==> src/design/primary_ray_direction_generator_core_defines.svh <==
// Assertion macros shared by the ray direction generator.
`ifndef PRIMARY_RAY_DIRECTION_GENERATOR_CORE_DEFINES_SVH
`define PRIMARY_RAY_DIRECTION_GENERATOR_CORE_DEFINES_SVH

// Same-cycle implication, checked on every rising edge outside reset.
`define PRDG_ASSERT_NOW(lbl, ante, cons, msg) \
  lbl: assert property (@(posedge clk_i) disable iff (!rst_ni) (ante) |-> (cons)) \
    else $error(msg);

// Next-cycle implication, checked on every rising edge outside reset.
`define PRDG_ASSERT_NEXT(lbl, ante, cons, msg) \
  lbl: assert property (@(posedge clk_i) disable iff (!rst_ni) (ante) |=> (cons)) \
    else $error(msg);

`endif

==> src/design/prdg_pkg.sv <==
// ----------------------------------------------------------------------------
// prdg_pkg
// Shared constants and types of the primary ray direction generator.
// ----------------------------------------------------------------------------
package prdg_pkg;

  // Pixel coordinate width and stream payload widths.
  localparam int COORD_BITS = 12;
  localparam int IN_W       = ((2 * COORD_BITS + 7) / 8) * 8;
  localparam int OUT_W      = 48;
  localparam int PROD_W     = COORD_BITS + 32;

  // Configuration port.
  localparam int CFG_AW = 6;
  localparam int CFG_DW = 64;

  // Arithmetic widths.
  localparam int OFS_W  = 48;
  localparam int MAG_W  = 63;
  localparam int NRM_W  = 30;
  localparam int SQ_W   = 60;
  localparam int RAD_W  = 62;
  localparam int ROOT_W = 31;
  localparam int REM_W  = 33;
  localparam int NUM_W  = 45;
  localparam int Q_W    = 15;

  // Pipeline depths.
  localparam int SQRT_STAGES = ROOT_W;
  localparam int DIV_STAGES  = Q_W;
  localparam int LAT         = 10 + SQRT_STAGES + 1 + DIV_STAGES + 1;

  // Register indexes of the configuration port.
  typedef enum logic [2:0] {
    REG_FORWARD     = 3'd0,
    REG_RIGHT       = 3'd1,
    REG_UP          = 3'd2,
    REG_HALF_WIDTH  = 3'd3,
    REG_HALF_HEIGHT = 3'd4,
    REG_PIXEL_PITCH = 3'd5
  } cfg_reg_e;

  typedef logic [NRM_W-1:0] nrm_t;

  // Data that rides alongside the square root pipeline.
  typedef struct packed {
    logic             zero;
    logic [2:0]       neg;
    nrm_t [2:0]       mag;
  } sqrt_side_t;

  // Data that rides alongside the dividers.
  typedef struct packed {
    logic       zero;
    logic [2:0] neg;
  } div_side_t;

  // Signed Q1.14 component k of a packed vector.
  function automatic logic signed [15:0] vec_comp(input logic [47:0] v, input int k);
    logic [15:0] r;
    r = v[16*k +: 16];
    return $signed(r);
  endfunction

endpackage

==> src/design/prdg_div.sv <==
// ----------------------------------------------------------------------------
// prdg_div
// Pipelined restoring divider lane, one quotient bit per stage.
// ----------------------------------------------------------------------------
module prdg_div import prdg_pkg::*; (
  input  logic              clk_i,
  input  logic              en_i,
  input  logic [NUM_W-1:0]  num_i,
  input  logic [ROOT_W-1:0] den_i,
  output logic [Q_W-1:0]    quo_o
);

  logic [ROOT_W-1:0] rem_q [DIV_STAGES];
  logic [Q_W-1:0]    low_q [DIV_STAGES];
  logic [ROOT_W-1:0] den_q [DIV_STAGES];
  logic [Q_W-1:0]    quo_q [DIV_STAGES];

  logic [ROOT_W-1:0] rem_in [DIV_STAGES];
  logic [Q_W-1:0]    low_in [DIV_STAGES];
  logic [ROOT_W-1:0] den_in [DIV_STAGES];
  logic [Q_W-1:0]    quo_in [DIV_STAGES];

  logic [ROOT_W-1:0] rem_d [DIV_STAGES];
  logic [Q_W-1:0]    low_d [DIV_STAGES];
  logic [Q_W-1:0]    quo_d [DIV_STAGES];

  // The upper numerator bits lie below the divisor, so they seed the remainder.
  always_comb begin
    for (int j = 0; j < DIV_STAGES; j++) begin
      if (j == 0) begin
        rem_in[j] = {1'b0, num_i[NUM_W-1:Q_W]};
        low_in[j] = num_i[Q_W-1:0];
        den_in[j] = den_i;
        quo_in[j] = '0;
      end else begin
        rem_in[j] = rem_q[j-1];
        low_in[j] = low_q[j-1];
        den_in[j] = den_q[j-1];
        quo_in[j] = quo_q[j-1];
      end
    end
  end

  // Shift in one numerator bit and subtract the divisor where it fits.
  always_comb begin
    logic [ROOT_W:0] r2;
    logic [ROOT_W:0] diff;
    logic            ge;
    for (int j = 0; j < DIV_STAGES; j++) begin
      r2       = {rem_in[j], low_in[j][Q_W-1]};
      diff     = r2 - {1'b0, den_in[j]};
      ge       = (r2 >= {1'b0, den_in[j]});
      rem_d[j] = ge ? diff[ROOT_W-1:0] : r2[ROOT_W-1:0];
      low_d[j] = {low_in[j][Q_W-2:0], 1'b0};
      quo_d[j] = {quo_in[j][Q_W-2:0], ge};
    end
  end

  always_ff @(posedge clk_i) begin
    if (en_i) begin
      for (int j = 0; j < DIV_STAGES; j++) begin
        rem_q[j] <= rem_d[j];
        low_q[j] <= low_d[j];
        den_q[j] <= den_in[j];
        quo_q[j] <= quo_d[j];
      end
    end
  end

  assign quo_o = quo_q[DIV_STAGES-1];

endmodule

==> config.mk <==
export PLATFORM = sky130hd
export DESIGN_NAME = prdg_div
export DESIGN_NICKNAME = d
export VERILOG_FILES = /design/src/design/primary_ray_direction_generator_core_defines.svh /design/src/design/prdg_pkg.sv /design/src/design/prdg_div.sv
export SDC_FILE = /design/constraint.sdc
export NUM_CORES = 2
export LEC_CHECK = 0
export ABC_CLOCK_PERIOD_IN_PS = 4820
export BUFFER_PORTS_ARGS = -buffer_cell sky130_fd_sc_hd__buf_2
export CAP_MARGIN = 10
export CORE_ASPECT_RATIO = 1.75
export CORE_MARGIN = 8
export CORE_UTILIZATION = 41
export DETAILED_ROUTE_END_ITERATION = 8
export HOLD_SLACK_MARGIN = 0.02
export SLEW_MARGIN = 5
export SYNTH_ARGS = -nofsm -noshare
export SYNTH_HDL_FRONTEND = slang
export SYNTH_SLANG_ARGS = --single-unit
==> constraint.sdc <==
create_clock -name clk_i -period 4.82 [get_ports clk_i]
set_input_delay 0.964 -clock clk_i [delete_from_list [all_inputs] [get_ports clk_i]]
set_output_delay 0.964 -clock clk_i [all_outputs]
set_load 0.01 [all_outputs]
==> results.txt <==
PortBufs: 92
Post-DR wirelength/cell: 18.2 µm
F_max: 244 MHz
Std cell rows: 189
Area Overhead vs Synth: 10.8%
EDFF count, synth: 1093
Total routed wirelength: 144000 µm
Top cell type's share of synthesized area: 52.6%
Leakage: 28.2 nW
H-tree lvl count: 3
Rel. slew slack: 31.1%
Syn Area/Cell: 11.0 µm²
Setup TNS: 0 ns
Max VDD drop: 0.000330 V
Initial antenna violation count: 3
Pin count of the biggest net entering global routing: 105
GRT Total Usage: 16.9%
CTS buffer count: 107
Final number of hold-violating endpoints: 0
Critical Path RT: 5.26 ns
DR vias: 42100
Worst Hold Path EP: quo_q[0][106]$_DFFE_PP_
Layout cells sized above 1: 8.30%
Reg2reg setup slack: 0.72 ns
HP Class: reg2reg
Placed Cells: 7697
1st-iter DRT viols: 1995
FF-to-FF Start: rem_q[1][4]$_DFFE_PP_
Syn Inst Count: 5662
DR pass1 iterations: 5
Final instance area: 69100 µm²
Final worst path period need: 4.10 ns
Unrepaired setup endpoints after global routing: false
Register area: 32800 µm²
Max_cap viols: 0
Clock transition at path regs: 0.06 ns
Fill count: 14000
Dpl ws: 0.347 ns
Ys Warns: 0
Reg2reg end: rem_q[1][34]$_DFFE_PP_
Via count of the first global-routing pass: 45000
Initial Utilization: 41.2%
Final cell utilization of the core: 45.6%
Width of the die: 311 µm
DRC viols: 0
Die area: 165000 µm²
Worst-case clock buffer depth: 3
Critical Path AT: 4.54 ns
Area contributors post-synth: edfxtp_1 53%, ha_1 9.3%, a21oi_1 4.1%
Final setup skew: 0.0360 ns
Hold_buf cts: 0
WHS Path Cells: 0
GR Overflow Total: 0
Status: finished clean
Final ANT Viol Nets: 0
Async SR Flop Fraction: 0%
Power Dens Cells: 639 nW/µm²
Vias/cell: 5.32
Seq/Total Area, Yosys: 52.6%
Clock sinks: 1093
Post-synth top area cell: edfxtp_1
# IOs: 93
Area occupied by multi-input gates: 26700 µm²
CP startpoint: rem_q[1][4]$_DFFE_PP_
Worst Tran Pin Value: 1.01 ns
CORE AREA: 151000 µm²
DP HPWL: 114000 µm
Crit start category: flop
Worst Reg-to-Reg Cells: 11
Post_cts resized: 0
Cell Area, Placed: 65600 µm²
Slew Viols, Final: 0
Synth cell types: 93
Final Cycle Share: 85.0%
Die height: 532 µm
Final setup margin: 0.724 ns
CTS tree: done
Count of final setup violators: 0
Yosys reg bits: 1093
CP endpoint kind: flop
Top_reg_cell synth: edfxtp_1
Non-filler instance count after layout: 7912
Clk_lat worst skew: 0.72 ns
Post-CTS Setup Repair Bufs: 0
Root buffer cell: clkbuf_16
Fin nets: 6358
Routability cong.: 0.895
First-pass GRT wire length: 225000 µm
Crit Path Category: reg2reg
Crit-path max FO: 29
Hold path start: quo_q[0][90]$_DFFE_PP_
Synthesized Nets: 6219
Mapped cell area: 62400 µm²
## Yosys cell counts, drive strengths merged, types with 83 or more instances
master	count
a21o	214
a21oi	511
clkbuf	101
edfxtp	1093
ha	465
inv	581
mux2	116
nand2	421
nand3	83
nor2	341
o21ai	446
xnor2	212
xor2	154
## worst max-delay path, cell delays in order, from the launching register on
cell       delay, ns
edfxtp_1        0.40
ha_1            0.38
a21oi_1         0.31
nand2_1         0.09
o21ai_1         0.26
a31oi_2         0.23
o2111ai_1       0.25
a31oi_1         0.23
o311a_1         0.43
a2111oi_4       0.67
buf_4           0.42
o31ai_1         0.14
## stage by stage
stage | power, mW | hold WS, ns
floorplan | 30.3 | 0.400
global placement | 35.7 | 0.402
detailed placement | 36.0 | 0.405
CTS | 44.5 | 0.352
global route | 47.2 | 0.376
finish | 44.1 | 0.401
## worst max path at each step
stage                                    to  slack [ns]  depth (start not counted)
global placement     rem_q[0][28]$_DFFE_PP_        0.36                         17
global route        rem_q[1][154]$_DFFE_PP_        0.56                         14
detailed placement   rem_q[0][28]$_DFFE_PP_        0.35                         17
finish               rem_q[1][34]$_DFFE_PP_        0.72                         11
floorplan            rem_q[0][12]$_DFFE_PP_        1.13                         12
CTS                 rem_q[1][154]$_DFFE_PP_        0.56                         14
## layout by cell type (no fill, tap or decap), drive strengths merged, types with 15 or more instances in the layout
cell type / instances
o21a: 52
nor4: 19
a21boi: 19
o21ai: 446
edfxtp: 1093
nand2b: 73
nor3: 50
o21bai: 63
mux2: 116
and3: 44
a21o: 214
xnor2: 212
and2: 21
nand2: 421
nand4: 78
or3: 17
a21oi: 511
a211oi: 35
xor2: 154
nand3: 83
nor2b: 76
ha: 465
o31ai: 30
clkbuf: 132
o211ai: 26
nor2: 341
a2111oi: 15
a31oi: 55
buf: 182
diode: 18
inv: 585
clkinv: 48
## cell type report
cell class | count | area share (%)
clock inverter | 65 | 0.902
inverter | 581 | 3.16
antenna | 18 | 0.0652
multi-input combinational | 3836 | 38.7
timing repair buffer | 182 | 1.99
tap | 2005 | 3.63
sequential | 1093 | 47.5
clock buffer | 132 | 4.04
## report_power, final
group          leakage (nW)  internal, mW  switching (mW)
logic                  15.9          8.78            12.0
registers              10.7          13.9            1.17
clock network          1.66          4.61            3.63
## registers in the layout, indices dropped and copies added (netlist names)
signal,flops
quo_q,120
den_q,434
low_q,105
rem_q,434
## per-layer routing
| layer | part of all wire (%) | global-route usage [%] |
|---|---|---|
| met1 | 29 | 12.3 |
| met2 | 61 | 37.6 |
| met3 | 2.2 | 1.89 |
| met4 | 7.6 | 11.8 |
| met5 | 0 | 0 |
## logic make-up after synthesis
kind of cell | share of synthesized area, %
AO/OA/AOI/OAI | 15.8
XOR/XNOR | 5.14
adder cells (fa/ha/maj) | 9.78
buffers and inverters | 4.59
flip-flops | 52.6
multiplexers | 2.40
AND/OR/NAND/NOR | 9.63
No activity file was read; power rests on OpenSTA's default activity.
