==> config.mk <==
export PLATFORM = sky130hd
export DESIGN_NAME = prdg_sqrt
export DESIGN_NICKNAME = d
export VERILOG_FILES = /design/src/design/primary_ray_direction_generator_core_defines.svh /design/src/design/prdg_pkg.sv /design/src/design/prdg_sqrt.sv
export SDC_FILE = /design/constraint.sdc
export NUM_CORES = 2
export LEC_CHECK = 0
export BUFFER_PORTS_ARGS = -buffer_cell sky130_fd_sc_hd__buf_2
export CAP_MARGIN = 20
export CORE_MARGIN = 4
export CORE_UTILIZATION = 40
export CTS_CLUSTER_SIZE = 14
export DETAILED_ROUTE_END_ITERATION = 16
export PLACE_DENSITY_LB_ADDON = 0.08
export SLEW_MARGIN = 30
export SYNTH_ARGS = -nofsm -noshare
export SYNTH_HDL_FRONTEND = slang
export SYNTH_SLANG_ARGS = --single-unit
==> constraint.sdc <==
create_clock -name clk_i -period 8.5 [get_ports clk_i]
set_clock_uncertainty 0.05 [all_clocks]
set_input_delay 0.425 -clock clk_i [delete_from_list [all_inputs] [get_ports clk_i]]
set_output_delay 0.425 -clock clk_i [all_outputs]
set_load 0.005 [all_outputs]
==> src/design/primary_ray_direction_generator_core_defines.svh <==
// Assertion macros shared by the ray direction generator.
`ifndef PRIMARY_RAY_DIRECTION_GENERATOR_CORE_DEFINES_SVH
`define PRIMARY_RAY_DIRECTION_GENERATOR_CORE_DEFINES_SVH

// Same-cycle implication, checked on every rising edge outside reset.
`define PRDG_ASSERT_NOW(lbl, ante, cons, msg) \
  lbl: assert property (@(posedge clk_i) disable iff (!rst_ni) (ante) |-> (cons)) \
    else $error(msg);

// Next-cycle implication, checked on every rising edge outside reset.
`define PRDG_ASSERT_NEXT(lbl, ante, cons, msg) \
  lbl: assert property (@(posedge clk_i) disable iff (!rst_ni) (ante) |=> (cons)) \
    else $error(msg);

`endif

==> src/design/prdg_pkg.sv <==
// ----------------------------------------------------------------------------
// prdg_pkg
// Shared constants and types of the primary ray direction generator.
// ----------------------------------------------------------------------------
package prdg_pkg;

  // Pixel coordinate width and stream payload widths.
  localparam int COORD_BITS = 12;
  localparam int IN_W       = ((2 * COORD_BITS + 7) / 8) * 8;
  localparam int OUT_W      = 48;
  localparam int PROD_W     = COORD_BITS + 32;

  // Configuration port.
  localparam int CFG_AW = 6;
  localparam int CFG_DW = 64;

  // Arithmetic widths.
  localparam int OFS_W  = 48;
  localparam int MAG_W  = 63;
  localparam int NRM_W  = 30;
  localparam int SQ_W   = 60;
  localparam int RAD_W  = 62;
  localparam int ROOT_W = 31;
  localparam int REM_W  = 33;
  localparam int NUM_W  = 45;
  localparam int Q_W    = 15;

  // Pipeline depths.
  localparam int SQRT_STAGES = ROOT_W;
  localparam int DIV_STAGES  = Q_W;
  localparam int LAT         = 10 + SQRT_STAGES + 1 + DIV_STAGES + 1;

  // Register indexes of the configuration port.
  typedef enum logic [2:0] {
    REG_FORWARD     = 3'd0,
    REG_RIGHT       = 3'd1,
    REG_UP          = 3'd2,
    REG_HALF_WIDTH  = 3'd3,
    REG_HALF_HEIGHT = 3'd4,
    REG_PIXEL_PITCH = 3'd5
  } cfg_reg_e;

  typedef logic [NRM_W-1:0] nrm_t;

  // Data that rides alongside the square root pipeline.
  typedef struct packed {
    logic             zero;
    logic [2:0]       neg;
    nrm_t [2:0]       mag;
  } sqrt_side_t;

  // Data that rides alongside the dividers.
  typedef struct packed {
    logic       zero;
    logic [2:0] neg;
  } div_side_t;

  // Signed Q1.14 component k of a packed vector.
  function automatic logic signed [15:0] vec_comp(input logic [47:0] v, input int k);
    logic [15:0] r;
    r = v[16*k +: 16];
    return $signed(r);
  endfunction

endpackage

==> src/design/prdg_sqrt.sv <==
// ----------------------------------------------------------------------------
// prdg_sqrt
// Pipelined integer square root, one root bit per stage.
// ----------------------------------------------------------------------------
module prdg_sqrt import prdg_pkg::*; (
  input  logic              clk_i,
  input  logic              en_i,
  input  logic [RAD_W-1:0]  rad_i,
  output logic [ROOT_W-1:0] root_o
);

  logic [REM_W-1:0]  rem_q  [SQRT_STAGES];
  logic [ROOT_W-1:0] root_q [SQRT_STAGES];
  logic [RAD_W-1:0]  rad_q  [SQRT_STAGES];

  logic [REM_W-1:0]  rem_in  [SQRT_STAGES];
  logic [ROOT_W-1:0] root_in [SQRT_STAGES];
  logic [RAD_W-1:0]  rad_in  [SQRT_STAGES];

  logic [REM_W-1:0]  rem_d  [SQRT_STAGES];
  logic [ROOT_W-1:0] root_d [SQRT_STAGES];
  logic [RAD_W-1:0]  rad_d  [SQRT_STAGES];

  // Each stage starts from the one before it; the first from the radicand.
  always_comb begin
    for (int j = 0; j < SQRT_STAGES; j++) begin
      if (j == 0) begin
        rem_in[j]  = '0;
        root_in[j] = '0;
        rad_in[j]  = rad_i;
      end else begin
        rem_in[j]  = rem_q[j-1];
        root_in[j] = root_q[j-1];
        rad_in[j]  = rad_q[j-1];
      end
    end
  end

  // One restoring step: bring down two radicand bits and try root*4+1.
  always_comb begin
    logic [REM_W+1:0] rem2;
    logic [REM_W+1:0] trial;
    logic [REM_W+1:0] diff;
    logic             ge;
    for (int j = 0; j < SQRT_STAGES; j++) begin
      rem2      = {rem_in[j], rad_in[j][RAD_W-1 -: 2]};
      trial     = {2'b00, root_in[j], 2'b01};
      diff      = rem2 - trial;
      ge        = (rem2 >= trial);
      rem_d[j]  = ge ? diff[REM_W-1:0] : rem2[REM_W-1:0];
      root_d[j] = {root_in[j][ROOT_W-2:0], ge};
      rad_d[j]  = {rad_in[j][RAD_W-3:0], 2'b00};
    end
  end

  always_ff @(posedge clk_i) begin
    if (en_i) begin
      for (int j = 0; j < SQRT_STAGES; j++) begin
        rem_q[j]  <= rem_d[j];
        root_q[j] <= root_d[j];
        rad_q[j]  <= rad_d[j];
      end
    end
  end

  assign root_o = root_q[SQRT_STAGES-1];

endmodule

==> impl_results.md <==
- Final critical delay including setup and external delays: 4.62 ns
- FP Rows: 192
- Instance count of the mapped netlist: 8483
- Crit-path slowest cell: or4_1
- Clock buffer count from CTS: 277
- DP HPWL: 169000 µm
- Core area: 274000 µm²
- Number of primary I/O pins: 95
- Top-count cell post-synth: edfxtp_1
- Power density normalized to cell area: 273 nW/µm²
- Worst relative slew slack: 0.311
- Buffers and inverters on the worst path: 1
- Proportion of power drawn by combinational gates: 0.189
- Arrival time at the worst endpoint: 5.29 ns
- Sum of negative setup slack: 0 ns
- Total via count in the routed design: 65200
- Post-CTS setup-driven buffer insertion count: 0
- Global-route usage over all layers: 0.163
- Routed WL: 237000 µm
- Highest achievable clock rate: 217 MHz
- Total of hold buffers inserted after clock tree synthesis: 64
- EDFF count, synth: 2368
- Yosys warns: 0
- Setup violators final: 0
- Count of TritonRoute iterations in the first routing pass: 6
- Commonest cells in the netlist: edfxtp_1, inv_1, nand2_1, ha_1, nor2_1
- Synth top area share: 0.647
- Post-synthesis to final-layout area growth: 13.5%
- Critical Path, Cell by Cell: ha_1, o21a_1, o21ai_0, a21oi_1, a311o_1, a31oi_1, or4_1, o21ai_4, buf_4, or4b_2, nand2_1
- Layout fillers: 24500
- Die H: 532 µm
- Clock network latency to the later pin of the worst-skew pair: 0.86 ns
- Register area share after synthesis: 0.647
- Final hold violation count: 0
- Total DRC errors in the routed layout: 0
- Number of routed nets with antenna violations: 0
- Vias per cell: 5.16
- Clock share of power: 0.351
- Data required time at the worst endpoint: 9.18 ns
- Startpoint type of the worst setup path: flop
- Worst min-delay path class: input pin to flop
- Area after detailed placement: 115000 µm²
- Highest fanout seen on the critical path: 34
- Async SR Flop Fraction: 0
- Most used flip-flop cell after synthesis: edfxtp_1
- Fraction of final layout cells with drive strength greater than 1: 0.0794
- Clock slew at reported path FFs: 0.06 ns
- Setup repair after global routing missed its margin: false
- Crit end category: flop
- Total of cells resized after clock tree synthesis: 0
- Via count of the first global-routing pass: 64100
- Sequential share of power: 0.460
- Final Wtd Congestion: 0.879
- Number of H-tree branching levels: 5
- Register bit count reported by yosys: 2368
- Net count of the mapped netlist: 9075
- Area leader, netlist: edfxtp_1
- Net switching power figure: 0.00945 W
- Maximum number of pins on one net before global-route repair: 184
- Post-synth design cell area: 110000 µm²
- Distinct cell type count after synthesis: 94
- Max stage delay on crit path: 0.66 ns
- Number of slew-limit violations in the final report: 0
- Total congestion overflow after global routing: 0
- Leakage power summed over all cells: 47.5 nW
- Switching fraction of total power: 0.277
- Synth top area cells: edfxtp_1, ha_1, xnor2_1, xor2_1, a21oi_1
- Effective utilization at floorplan: 0.402
- Final hold slack: 0.223 ns
- Horizontal die dimension: 532 µm
- Internal power summed over all cells: 0.0246 W
- CTS tree: yes
- Nets: 9402
- Buffer depth of the longest clock path: 4
- Final design instance area without fill: 125000 µm²
- Avg WL per Cell: 18.8 µm
- Overall power after layout: 0.0341 W
- Per-instance average area after synthesis: 13.0 µm²
- Worst-case setup margin in the final layout: 3.88 ns
- Buffers added on ports: 94
- DP Worst Slack: 4.01 ns
- Die Footprint: 283000 µm²
- CTS root buf: clkbuf_16
- MaxCap Viol Count: 0
- Initial antenna violation count: 6
- Global-route wire length before repair: 369000 µm
- Run status: complete, no violations
- VDD IR-drop max: 235 µV
- Number of sinks on the clock net: 2368
- Worst Max-Slew Pin Slew: 1.03 ns
- Violation count after the first detailed-routing iteration: 4711
- Final period util: 0.543
- Cell type group with the largest total delay on the critical path: compound AO/OA/AOI/OAI gates
- Critical Setup Path Class: flop to flop
logic make-up after synthesis:
group           after synthesis  share of synthesized area
compound gates             1735                     0.0979
buf+inv                     820                     0.0282
flops                      2368                      0.647
mux                          88                    0.00882
simple gates               2185                     0.0980
other cells                   1                  0.0000341
xor+xnor                    758                     0.0604
fa+ha+maj                   528                     0.0601
power by group through the flow:
stage | combinational (W) | sequential (W) | clock (W)
after floorplan | 0.00472 | 0.0155 | 0
after global placement | 0.00634 | 0.0159 | 0
after detailed placement | 0.00638 | 0.0159 | 0
after CTS | 0.00644 | 0.0157 | 0.0124
after global routing | 0.00720 | 0.0158 | 0.0129
final | 0.00645 | 0.0157 | 0.0120
cells in the final DEF (no fill, tap or decap), types with 281 or more instances in the layout:
cell type and n:
edfxtp_1 2368, a21oi_1 507, clkbuf_16 281, ha_1 528, nor2_1 507, xnor2_1 390
nand2_1 616, o21ai_0 464, inv_1 652, xor2_1 368
per-stage QoR:
stage / utilization / std cells
after floorplan: - / 8483
after global placement: 0.420 / 12100
after detailed placement: 0.420 / 12100
after CTS: 0.456 / 12600
after global routing: 0.456 / 12600
final: 0.456 / 12600
per-layer routing:
metal / track usage / vias to the layer above / part of all wire
li1: - / 32100 / -
met1: 0.233 / 31500 / 0.48
met2: 0.259 / 1211 / 0.46
met3: 0.0219 / 378 / 0.039
met4: 0.0481 / 2 / 0.027
met5: 0 / - / 0.000055
final cells by class:
| type | count | area [µm²] | area share |
|---|---|---|---|
| multi-input combinational | 5295 | 35900 | 0.287 |
| antenna | 4 | 10.0 | 0.0000802 |
| timing repair buffer | 212 | 1730 | 0.0139 |
| tap | 3589 | 4490 | 0.0360 |
| clock inverter | 163 | 1920 | 0.0154 |
| sequential | 2368 | 71100 | 0.570 |
| clock buffer | 332 | 7220 | 0.0579 |
| inverter | 656 | 2460 | 0.0197 |
flip-flops by register name, summed over array words and instances (netlist names):
register  flops
rad_q       930
root_q      496
rem_q       942
final timing paths:
check,startpoint,to,slack (ns),cells past startpoint
hold / removal,rad_i[33],rad_q[0][33]$_DFFE_PP_,0.22,2
hold reg to reg,rad_q[0][7]$_DFFE_PP_,rad_q[0][69]$_DFFE_PP_,0.35,0
setup reg to reg,rem_q[1][297]$_DFFE_PP_,rem_q[1][358]$_DFFE_PP_,3.88,11
setup / recovery,rem_q[1][297]$_DFFE_PP_,rem_q[1][358]$_DFFE_PP_,3.88,11
worst register-to-register path, cell delays in order (launching register included):
cell and delay, ns:
edfxtp_1 0.40, ha_1 0.38, o21a_1 0.16, o21ai_0 0.16
a21oi_1 0.38, a311o_1 0.40, a31oi_1 0.17, or4_1 0.66
o21ai_4 0.58, buf_4 0.46, or4b_2 0.63, nand2_1 0.08
No activity file was read; power rests on OpenSTA's default activity.
